<file path="config.mk">
export PLATFORM = sky130hd
export DESIGN_NAME = gfti_blend
export DESIGN_NICKNAME = d
export VERILOG_FILES = /design/src/rtl/core/gfti_pkg.sv /design/src/rtl/core/gfti_blend.sv
export SDC_FILE = /design/constraint.sdc
export NUM_CORES = 2
export LEC_CHECK = 0
export ABC_CLOCK_PERIOD_IN_PS = 14250
export BUFFER_PORTS_ARGS = -buffer_cell sky130_fd_sc_hd__buf_2
export CAP_MARGIN = 20
export CORE_UTILIZATION = 65
export DETAILED_ROUTE_END_ITERATION = 6
export PLACE_DENSITY = 0.92
export SLEW_MARGIN = 30
export SYNTH_ARGS = -nofsm -noshare
export SYNTH_HDL_FRONTEND = slang
export SYNTH_SLANG_ARGS = --single-unit
</file>
<file path="constraint.sdc">
create_clock -name clk -period 14.25 [get_ports clk]
set_input_delay 1.425 -clock clk [delete_from_list [all_inputs] [get_ports clk]]
set_output_delay 1.425 -clock clk [all_outputs]
set_load 0.02 [all_outputs]
</file>
<file path="src/rtl/core/gfti_pkg.sv">
package gfti_pkg;

	localparam int SPACE_DIMS          = 3;
	localparam int MAX_POINTS_PER_AXIS = 32;
	localparam int STORE_DEPTH         = 32768;
	localparam int ADDR_W              = 15;
	localparam int SAMPLE_W            = 16;
	localparam int VALUE_W             = 48;
	localparam int PTS_W               = 6;
	localparam int IDX_W               = $clog2(MAX_POINTS_PER_AXIS);
	localparam int CFG_IDX_W           = 3;
	localparam int NCORNERS            = 1 << SPACE_DIMS;
	localparam int CORNER_W            = (SPACE_DIMS > 1) ? SPACE_DIMS : 1;

	localparam logic [VALUE_W-1:0] V48_MAX = {1'b0, {(VALUE_W-1){1'b1}}};
	localparam logic [VALUE_W-1:0] V48_MIN = {1'b1, {(VALUE_W-1){1'b0}}};

	typedef enum logic [CFG_IDX_W-1:0] {
		REG_POINTS_X = 3'd0,
		REG_POINTS_Y = 3'd1,
		REG_POINTS_Z = 3'd2,
		REG_INV_X    = 3'd3,
		REG_INV_Y    = 3'd4,
		REG_INV_Z    = 3'd5
	} cfg_reg_t;

	typedef enum logic {
		KIND_WRITE = 1'b0,
		KIND_QUERY = 1'b1
	} kind_t;

	typedef struct packed {
		logic                   kind;
		logic [ADDR_W-1:0]      sample_index;
		logic signed [15:0]     sample_value;
		logic signed [31:0]     rel_x;
		logic signed [31:0]     rel_y;
		logic signed [31:0]     rel_z;
	} in_item_t;

	typedef struct packed {
		logic signed [VALUE_W-1:0] value;
		logic                      outside;
	} out_item_t;

	// blend control handed from the sequencer to the arithmetic unit
	typedef struct packed {
		logic        start;
		logic        first;   // first axis: base*65536, no shift
	} blend_ctl_t;

endpackage

</file>
<file path="src/rtl/core/gfti_blend.sv">
// base + floor(d*t / 2^sh), saturated to 48 bits. Four partial products, then shift/add.
module gfti_blend import gfti_pkg::*; (
	input  logic                      clk,
	input  logic                      arst_n,
	input  blend_ctl_t                ctl,
	input  logic signed [VALUE_W-1:0] base,
	input  logic signed [VALUE_W:0]   d,
	input  logic signed [49:0]        t,
	output logic                      done,
	output logic signed [VALUE_W-1:0] result
);
	// d and t cut into 25-bit halves: four 26x26 products, one per cycle
	logic signed [49:0]        d_q, t_q;
	logic signed [VALUE_W-1:0] base_q;
	logic                      first_q;
	logic [2:0]                step_q;
	logic                      busy_q;
	logic signed [101:0]       acc_q;
	logic signed [25:0]        da, ta;
	logic signed [51:0]        pp;
	logic signed [101:0]       sh;
	logic signed [101:0]       sum;

	always_comb begin
		da  = step_q[0] ? {d_q[49], d_q[49:25]} : {1'b0, d_q[24:0]};
		ta  = step_q[1] ? {t_q[49], t_q[49:25]} : {1'b0, t_q[24:0]};
		pp  = da * ta;
		// floor by arithmetic shift, then saturate on 62-bit magnitude rule
		sh  = first_q ? acc_q : (acc_q >>> 16);
		sum = 102'(base_q) + sh;
	end

	always_ff @(posedge clk or negedge arst_n) begin
		if (!arst_n) begin
			busy_q <= 1'b0;
			done   <= 1'b0;
			step_q <= '0;
		end else begin
			done <= 1'b0;
			if (ctl.start) begin
				busy_q  <= 1'b1;
				step_q  <= '0;
				d_q     <= 50'(d);
				t_q     <= t;
				base_q  <= base;
				first_q <= ctl.first;
				acc_q   <= '0;
			end else if (busy_q) begin
				step_q <= step_q + 3'd1;
				case (step_q)
					3'd0:       acc_q <= 102'(pp);
					3'd1, 3'd2: acc_q <= acc_q + (102'(pp) <<< 25);
					3'd3:       acc_q <= acc_q + (102'(pp) <<< 50);
					default: begin
						busy_q <= 1'b0;
						done   <= 1'b1;
						if (sh >= 102'sh4000000000000000 || sh < -102'sh4000000000000000)
							result <= sh[101] ? V48_MIN : V48_MAX;
						else if (sum > 102'(signed'(V48_MAX)))
							result <= V48_MAX;
						else if (sum < 102'(signed'(V48_MIN)))
							result <= V48_MIN;
						else
							result <= sum[VALUE_W-1:0];
					end
				endcase
			end
		end
	end
endmodule

</file>
==> out/metrics.cfg <==
[finish]
nNetsFinal=7147
drive_gt1_share_pct=9.56
final_cells=6982
final_cell_mix=844 x inv_1, 712 x fa_1, 634 x nand2_1, 599 x nor2_1, 389 x ha_1
fin_area_sq_mm=0.0555
final_common_cell=inv_1
area_growth_pct=6.90
fillers=5837

[floorplan]
die_w_um=285
placementRows=103
die_y_um=285
io_pins=200
die_area_sq_mm=0.0811
start_util_pct=65.8
core-area_sq_mm=0.0790

[worst_setup_path]
r2r_end=acc_q[97]
r2r_cells=37
slowest_stage=dfrtp_2
path_max_fanout=26
cp_top_family=compound AO/OA/AOI/OAI gates
endpoint_kind=register
r2r_start=step_q[1]
worstPathArrival_ns=13.56
cp.required_ns=14.58
crit_path_max_incr_delay_ns=0.90
path_buf_inv=6
ff2ff_setup_slack_ns=1.02
setup.worst_path.start_class=register
worstSetupPathType=register to register
crit_top_cell=fa_1

[global_routing]
grt_antenna_before_repair=8
grt_overflow=0
grt_usage_pct=46.3
grt_pass1_vias=47253
grt_max_degree=80
grt_pass1_wl_um=281000

[clock_network]
cts.sinks=303
postCtsSetupBuffers=0
tritoncts=yes
clock_latency_ns=0.63
cts_buffers=38
clk_pin_slew_ns=0.07
htree_levels=2
cts-resized-gates=0
cts.path.max_buffers=3
cts_root_buffer=clkbuf_16
cts_hold_buffers=0

[synthesis]
yosys-top-cells-area=fa_1 27%, edfxtp_1 17%, ha_1 9.4%, inv_1 6.1%, nand2_1 4.6%
synth_area_per_cell_sq_um=8.92
synth_edf_count=298
ys.warnings.count=0
netlist_area_sq_mm=0.0519
synth_ff_type=edfxtp_1
ys_ff_latch=303
synth_fp_nets=7076
synth_top_cell_by_area=fa_1
synth_cell_type_count=93
synth_top_area_share_pct=27.5
ys_seq_area_share_pct=17.5
syn-instance-count=5822
async_flop_share_pct=1.65

[sta]
relSlewSlack_pct=24.7
min_period_ns=13.23
setup_tns_ns=0
worstMarginPinSlew_ns=1.11
fmax_mhz=75.6
layout_setup_ws_ns=1.02
clock_skew_ns=0.0646
rsz0062_at_grt=false
finalMaxSlewViolations=0
setup_viol=0
fin_crit_sh_pct=92.9
hold_viol=0

[flow_run]
cap_violations=0

[detailed_routing]
drt-total-wl_um=188000
vias=46659
drc=0
avgViaCountPerCell=6.68
drtAntennaViolNets=0
drt_iter0_drc=5575
drt-pass1-iter-count=6
wire_per_inst_um=26.9

[worst_hold_path]
hold_path.class=register to register
hold_path_depth=2
min_from=acc_q[6]
hold_path_end=acc_q[6]

[place]
dpl.cell_count=6903
numPortBuffers=199
place_area_sq_mm=0.0541
dp_hpwl_um=147000
place_congestion=1.13
place_ws_ns=1.57

[outcome]
status=finished clean

sequential cells by signal, summed over array words and instances (netlist names):
register,count
done,1
busy_q,1
first_q,1
step_q,3
d_q,49
base_q,48
acc_q,102
result,48
t_q,50
tightest hold or removal path: stages, from the launching register on:
cell and delay [ns]:
edfxtp_1 0.35, a22oi_1 0.07, nor2_1 0.08
stage by stage:
stage	utilization, %	hold WS [ns]
final	70.3	0.608
after global routing	70.3	0.639
after CTS	70.2	0.601
after detailed placement	68.5	0.582
after global placement	68.4	0.577
after floorplan	-	0.558
kinds of logic (layout without fill, tap and decap cells):
kind of cell | Yosys count | in the layout | share of synthesized area (%)
AO/OA/AOI/OAI | 1144 | 1144 | 14.8
XOR/XNOR | 255 | 255 | 4.30
adder cells (fa/ha/maj) | 1103 | 1103 | 36.9
buffers and inverters | 1099 | 1199 | 8.10
flip-flops | 303 | 303 | 17.5
multiplexers | 174 | 174 | 3.63
other | 0 | 10 | 0
AND/OR/NAND/NOR | 1744 | 1744 | 14.9
how the worst max path moves through the flow:
stage | cells after the start | slack, ns | from | to
global route | 37 | 0.36 | step_q[1] | acc_q[97]
CTS | 38 | 1.44 | step_q[1] | acc_q[97]
finish | 37 | 1.02 | step_q[1] | acc_q[97]
floorplan | 40 | 2.16 | step_q[0] | acc_q[97]
detailed placement | 38 | 1.57 | step_q[1] | acc_q[97]
global placement | 37 | 1.65 | step_q[1] | acc_q[97]
layer usage:
layer | global-route usage (%) | share of wire [%] | up-vias
li1 | - | - | 19785
met4 | 38.7 | 10 | 0
met2 | 73.5 | 45 | 3492
met5 | 0 | 0 | -
met3 | 9.25 | 11 | 1038
met1 | 54.4 | 34 | 22344
synthesized netlist by cell type, types with 12 or more instances:
master    instances
xnor2_1         151
o21bai_1         41
nor2b_1          18
or3_1            19
buf_1            14
nor3_1          125
o31ai_1          23
a221oi_1         57
and2_1           35
mux2_2          116
nor3b_1          12
a211oi_1         44
nor2_1          602
xor2_1          104
buf_2            14
ha_1            390
nand2b_1         35
a21o_1          140
a22oi_1          43
o21ai_0         194
a31oi_1          40
nand4_1          84
a21boi_0         17
and3_1           25
nor4_1           27
clkbuf_1        212
inv_1           844
edfxtp_1        298
fa_1            713
o22ai_1          23
o211ai_1         24
a21oi_1         310
nand3_1          68
nand2_1         634
o21a_1           39
o22ai_2          30
mux2i_1          58
area by class of cell:
cell class	count	area [sq um]	area share, %
inverter	845	3170	5.71
antenna	10	25.0	0.0451
timing repair buffer	285	1670	3.00
clock buffer	41	962	1.73
clock inverter	28	437	0.786
sequential	303	9080	16.3
tap	1050	1310	2.37
multi-input combinational	4420	38900	70.0
Power is not shown: default switching activity piles up to over one toggle a cycle in this logic, so the estimate is an artifact.
